<file path="config.mk">
export PLATFORM = sky130hd
export DESIGN_NAME = tbcm_ctrl
export DESIGN_NICKNAME = d
export VERILOG_FILES = /design/src/hdl/tbcm_pkg.sv /design/src/hdl/tbcm_ctrl.sv
export SDC_FILE = /design/constraint.sdc
export NUM_CORES = 1
export LEC_CHECK = 0
export BUFFER_PORTS_ARGS = -buffer_cell sky130_fd_sc_hd__buf_2
export CAP_MARGIN = 20
export CORE_MARGIN = 5
export CORE_UTILIZATION = 38
export DETAILED_ROUTE_END_ITERATION = 12
export PLACE_DENSITY = 0.67
export SLEW_MARGIN = 30
export SYNTH_ARGS = -nofsm -noshare
export SYNTH_HDL_FRONTEND = slang
export SYNTH_SLANG_ARGS = --single-unit
</file>
<file path="constraint.sdc">
create_clock -name clk_i -period 2.9 [get_ports clk_i]
set_input_delay 0.58 -clock clk_i [delete_from_list [all_inputs] [get_ports clk_i]]
set_output_delay 0.58 -clock clk_i [all_outputs]
set_load 0.005 [all_outputs]
</file>
<file path="src/hdl/tbcm_pkg.sv">
package tbcm_pkg;

  localparam int unsigned NumTrig = 8;
  localparam int unsigned CntW    = 20;
  localparam int unsigned IdxW    = 3;
  localparam int unsigned RowW    = NumTrig * CntW;
  localparam int unsigned ProdW   = 2 * CntW;
  localparam int unsigned WideW   = 4 * CntW;
  localparam int unsigned RootW   = WideW + 34;
  localparam int unsigned QW      = 16;

  typedef struct packed {
    logic       action;
    logic [7:0] trigger_bits;
    logic [2:0] row_trigger;
    logic [2:0] col_trigger;
  } tbcm_in_t;

  typedef struct packed {
    logic signed [15:0] correlation;
    logic               defined;
  } tbcm_out_t;

  localparam logic ActEvent = 1'b0;
  localparam logic ActRead  = 1'b1;

  typedef enum logic [3:0] {
    MUL_NONE,
    MUL_VI,
    MUL_VJ,
    MUL_A,
    MUL_B,
    MUL_P_LL,
    MUL_P_LH,
    MUL_P_HL,
    MUL_P_HH,
    MUL_M_LL,
    MUL_M_LH,
    MUL_M_HL,
    MUL_M_HH
  } mul_op_e;

  typedef enum logic [1:0] {
    RS_ROW_IN,
    RS_ROW,
    RS_COL,
    RS_SWEEP
  } rd_sel_e;

  typedef struct packed {
    logic            take;
    rd_sel_e         rsel;
    logic [IdxW-1:0] sweep_raddr;
    logic            wr_en;
    logic [IdxW-1:0] waddr;
    logic            cap_row;
    logic            cap_nj;
    mul_op_e         mul_op;
    logic            mag_en;
    logic            root_init;
    logic            root_step;
    logic            out_load;
  } ctrl_cmd_t;

  typedef struct packed {
    logic full;
  } dp_stat_t;

endpackage

</file>
<file path="src/hdl/tbcm_ctrl.sv">
module tbcm_ctrl (
  input  logic                clk_i,
  input  logic                rst_ni,
  input  logic                in_valid_i,
  output logic                in_stall_o,
  input  tbcm_pkg::tbcm_in_t  in_item_i,
  output logic                out_valid_o,
  input  logic                out_stall_i,
  input  tbcm_pkg::dp_stat_t  stat_i,
  output tbcm_pkg::ctrl_cmd_t cmd_o
);
  import tbcm_pkg::*;

  typedef enum logic [3:0] {
    IDLE,
    EV_SW,
    RD_COL,
    RD_NJ,
    MUL,
    MWAIT,
    MAG,
    PMUL,
    PWAIT,
    RINIT,
    ROOT,
    DONE
  } state_e;

  state_e     state_q, state_d;
  logic [3:0] cnt_q, cnt_d;
  logic       out_valid_q, out_valid_d;
  logic       accept, out_free;

  assign in_stall_o = state_q != IDLE;
  assign accept     = in_valid_i && !in_stall_o;
  assign out_free   = !out_valid_q || !out_stall_i;

  always_comb begin
    state_d     = state_q;
    cnt_d       = cnt_q;
    out_valid_d = out_valid_q && out_stall_i;
    cmd_o       = '0;
    cmd_o.rsel  = RS_ROW;
    cmd_o.mul_op = MUL_NONE;
    unique case (state_q)
      IDLE: begin
        cmd_o.rsel = (in_item_i.action == ActRead) ? RS_ROW_IN : RS_SWEEP;
        if (accept) begin
          cmd_o.take = 1'b1;
          cnt_d      = '0;
          if (in_item_i.action == ActRead) begin
            state_d = RD_COL;
          end else if (!stat_i.full) begin
            state_d = EV_SW;
          end
        end
      end
      EV_SW: begin
        // write back row cnt while the next row is read
        cmd_o.wr_en       = 1'b1;
        cmd_o.waddr       = cnt_q[IdxW-1:0];
        cmd_o.rsel        = RS_SWEEP;
        cmd_o.sweep_raddr = cnt_q[IdxW-1:0] + IdxW'(1);
        cnt_d             = cnt_q + 4'd1;
        if (cnt_q == 4'(NumTrig - 1)) begin
          state_d = IDLE;
        end
      end
      RD_COL: begin
        cmd_o.rsel    = RS_COL;
        cmd_o.cap_row = 1'b1;
        state_d       = RD_NJ;
      end
      RD_NJ: begin
        cmd_o.cap_nj = 1'b1;
        state_d      = MUL;
      end
      MUL: begin
        unique case (cnt_q[1:0])
          2'd0:    cmd_o.mul_op = MUL_VI;
          2'd1:    cmd_o.mul_op = MUL_VJ;
          2'd2:    cmd_o.mul_op = MUL_A;
          default: cmd_o.mul_op = MUL_B;
        endcase
        cnt_d = cnt_q + 4'd1;
        if (cnt_q == 4'd3) begin
          state_d = MWAIT;
        end
      end
      MWAIT: state_d = MAG;
      MAG: begin
        cmd_o.mag_en = 1'b1;
        cnt_d        = '0;
        state_d      = PMUL;
      end
      PMUL: begin
        unique case (cnt_q[2:0])
          3'd0:    cmd_o.mul_op = MUL_P_LL;
          3'd1:    cmd_o.mul_op = MUL_P_LH;
          3'd2:    cmd_o.mul_op = MUL_P_HL;
          3'd3:    cmd_o.mul_op = MUL_P_HH;
          3'd4:    cmd_o.mul_op = MUL_M_LL;
          3'd5:    cmd_o.mul_op = MUL_M_LH;
          3'd6:    cmd_o.mul_op = MUL_M_HL;
          default: cmd_o.mul_op = MUL_M_HH;
        endcase
        cnt_d = cnt_q + 4'd1;
        if (cnt_q == 4'd7) begin
          state_d = PWAIT;
        end
      end
      PWAIT: state_d = RINIT;
      RINIT: begin
        cmd_o.root_init = 1'b1;
        cnt_d           = '0;
        state_d         = ROOT;
      end
      ROOT: begin
        cmd_o.root_step = 1'b1;
        cnt_d           = cnt_q + 4'd1;
        if (cnt_q == 4'd15) begin
          state_d = DONE;
        end
      end
      DONE: begin
        // hold until the output register is free
        if (out_free) begin
          cmd_o.out_load = 1'b1;
          out_valid_d    = 1'b1;
          state_d        = IDLE;
        end
      end
      default: state_d = IDLE;
    endcase
  end

  always_ff @(posedge clk_i or negedge rst_ni) begin
    if (!rst_ni) begin
      state_q     <= IDLE;
      cnt_q       <= '0;
      out_valid_q <= 1'b0;
    end else begin
      state_q     <= state_d;
      cnt_q       <= cnt_d;
      out_valid_q <= out_valid_d;
    end
  end

  assign out_valid_o = out_valid_q;

  a_load_free: assert property (@(posedge clk_i) disable iff (!rst_ni)
    cmd_o.out_load |-> (!out_valid_q || !out_stall_i))
    else $error("result loaded over a waiting result");

  a_event_no_result: assert property (@(posedge clk_i) disable iff (!rst_ni)
    (accept && in_item_i.action == ActEvent) |=> !cmd_o.out_load)
    else $error("event produced a result");

  a_sweep_range: assert property (@(posedge clk_i) disable iff (!rst_ni)
    (state_q == EV_SW) |-> (cnt_q < 4'(NumTrig)))
    else $error("row sweep ran past the last row");

  a_root_no_write: assert property (@(posedge clk_i) disable iff (!rst_ni)
    (state_q == ROOT) |-> !cmd_o.wr_en && !cmd_o.take)
    else $error("counter write during root search");

endmodule

</file>
==> results.cfg <==
[timing]
rsz0062_at_grt = no
fmax_ghz = 0.390
slew_viol_final = 0
min_period_over_period = 0.883
slew_headroom = 0.724
holdWs_ns = 0.150
tightest_slew_ns = 0.413
fin_skew_ns = 0.00485
finalCriticalPeriod_ns = 2.56
setup_viol_count_final = 0
finalSetupTns_ns = 0
hold_violations = 0

[critical_path]
r2r_cells = 6
crit_path_max_incr_delay_ns = 0.46
setup.worst_path.end_class = primary output
r2r-start = state_q[0]
critPathLaunchType = register
slowest_stage = dfrtp_1
rrSetupSlack_ns = 0.65
r2r_end = state_q[0]
critical_path_class = reg2out
worstPathRequired_ns = 2.32
path_max_fanout = 6
cp.arrival_ns = 1.98
cp_cell_sequence = inv_1, ha_1, nor3_2, mux2i_1, o2bb2a_1, nor2_1, buf_2

[finish]
nNetsFinal = 179
layout-drive-gt1-share = 0.260
layout_common_cells = buf_2 (27), nor2_1 (23), nand2_1 (12)
register_area_um2 = 225
multi_input_area_um2 = 624
fin_cells = 182
utilization = 0.489
antenna-diode-count = 0
num-fill-cells = 238
layout_commonest_cell = buf_2
syn2layout_area_growth_pct = 21.0

[synthesis]
ys.flop_type = dfrtp_1
ys_seq_area_frac = 0.247
synth_area_per_cell_um2 = 7.06
synth_cell_types = 41
synth_edf_count = 0
synthCells = 129
syn_nets = 153
ys_ff_latch = 9
yosys.area.top_type_share = 0.247
synth_area_leaders = dfrtp_1 (25%), nor2_1 (9.5%), ha_1 (5.5%), a21oi_1 (4.9%), o21ai_0 (4.9%)
yosys.area.top_type = dfrtp_1
yosysWarnings = 0
synthArstFlopShare = 1.00
syn_area_um2 = 911

[die]
fp.dieW_um = 59.0
start_util = 0.404
rows = 17
die_h_um = 59.0
die-area_um2 = 3480
core-area_um2 = 2250
io_pins = 42

[clock_network]
cts_buffer_depth = 2
cts_num_sinks = 9
cts_hold_buffers = 0
clockRootBuffer = clkbuf_4
clkSlewWorstSetupHoldPaths_ns = 0.06
numCtsBuffers = 3
clock_latency_ns = 0.27
cts_tree = built
cts-htree-levels = 1
cts-resized-gates = 0
postCtsSetupRepairBufs = 0

[global_routing]
grt_pass1_vias = 862
grt-ovfl-total = 0
grt_pass1_wl_mm = 4.08
grtUsageTotal = 0.152
antenna_found_initial = 0
grt_max_degree = 15

[routing]
drc = 0
vias_per_cell = 5.37
wl_per_cell_um = 13.4
ant_nets = 0
drtPass1Iterations = 4
wl_mm = 2.43
drt-initial-drc-count = 20
vias = 978

[power_and_ir_drop]
power_density_nw_per_um2 = 1230
ir_worst_vdd_mv = 0.548
total_power_mw = 1.36
leakagePower_nw = 0.527

[run]
cap_violations = 0

[placement]
place_congestion = 0.784
place_inst = 178
dp_hpwl_mm = 1.79
portBuffers = 27

[worst_hold_path]
hold_class = in2async

[run_status]
status = finished clean
==> layer usage <==
layer	wire length (um)	part of all wire	up-vias	track usage
met5	0	0	-	0
met4	44	0.018	0	0.0874
met3	99	0.041	4	0.0219
met2	1130	0.47	27	0.235
met1	1150	0.47	448	0.201
li1	-	-	499	-
==> power by group <==
| part | switching [mW] | internal, mW | leakage, nW |
|---|---|---|---|
| Combinational | 0.541 | 0.429 | 0.396 |
| Clock | 0.0457 | 0.0532 | 0.0150 |
| Sequential | 0.108 | 0.181 | 0.116 |
==> sequential cells by signal, summed over array words and instances, names as in the netlist <==
signal / flops
out_valid_o: 1
state_q: 4
cnt_q: 4
==> synth_stat cells, types with 2 or more instances <==
library cell  count
a221o_1           2
clkbuf_1          7
nand2_1          12
nand2b_1          3
o22ai_1           2
xnor2_1           2
inv_1             6
dfrtp_1           9
ha_1              4
o21ai_0           9
nand3_1           3
o21ai_1           3
nor3_1            7
nor3b_1           3
a21oi_1           9
nor2_1           23
==> cells by family after synthesis <==
family / synth area share
and+or+nand+nor: 0.341
adders and majority gates: 0.0549
muxes: 0.0275
buffers and inverters: 0.0728
xor gates and xnor gates: 0.0289
DFF: 0.247
AOI/OAI and AO/OA: 0.228
==> worst max-delay path: cells and delay by family (launching register included) <==
family	cells	cell delay, ns
compound gates	1	0.28
flops	1	0.46
buf+inv	2	0.26
fa+ha+maj	1	0.26
mux	1	0.10
simple gates	2	0.35
==> stage by stage <==
step | area (um^2) | setup WS [ns]
global placement | 1070 | 0.537
global route | 1100 | 0.123
finish | 1100 | 0.338
floorplan | 911 | 0.780
detailed placement | 1070 | 0.484
CTS | 1100 | 0.214
==> how the worst max path moves through the flow <==
stage	start	to	depth (start not counted)
after floorplan	cnt_q[0]	cmd_o[6]	6
after global placement	cnt_q[0]	cmd_o[6]	7
after detailed placement	cnt_q[0]	cmd_o[6]	7
after CTS	cnt_q[0]	cmd_o[6]	7
after global routing	cnt_q[0]	cmd_o[6]	7
final	cnt_q[0]	cmd_o[6]	7
==> layout make-up <==
| cell class | count | area share |
|---|---|---|
| Clock buffer | 4 | 0.0238 |
| Inverter | 7 | 0.0238 |
| Multi-Input combinational cell | 103 | 0.566 |
| Sequential cell | 9 | 0.204 |
| Tap cell | 28 | 0.0318 |
| Timing Repair Buffer | 31 | 0.150 |
Power figures use the tool's default switching activity.
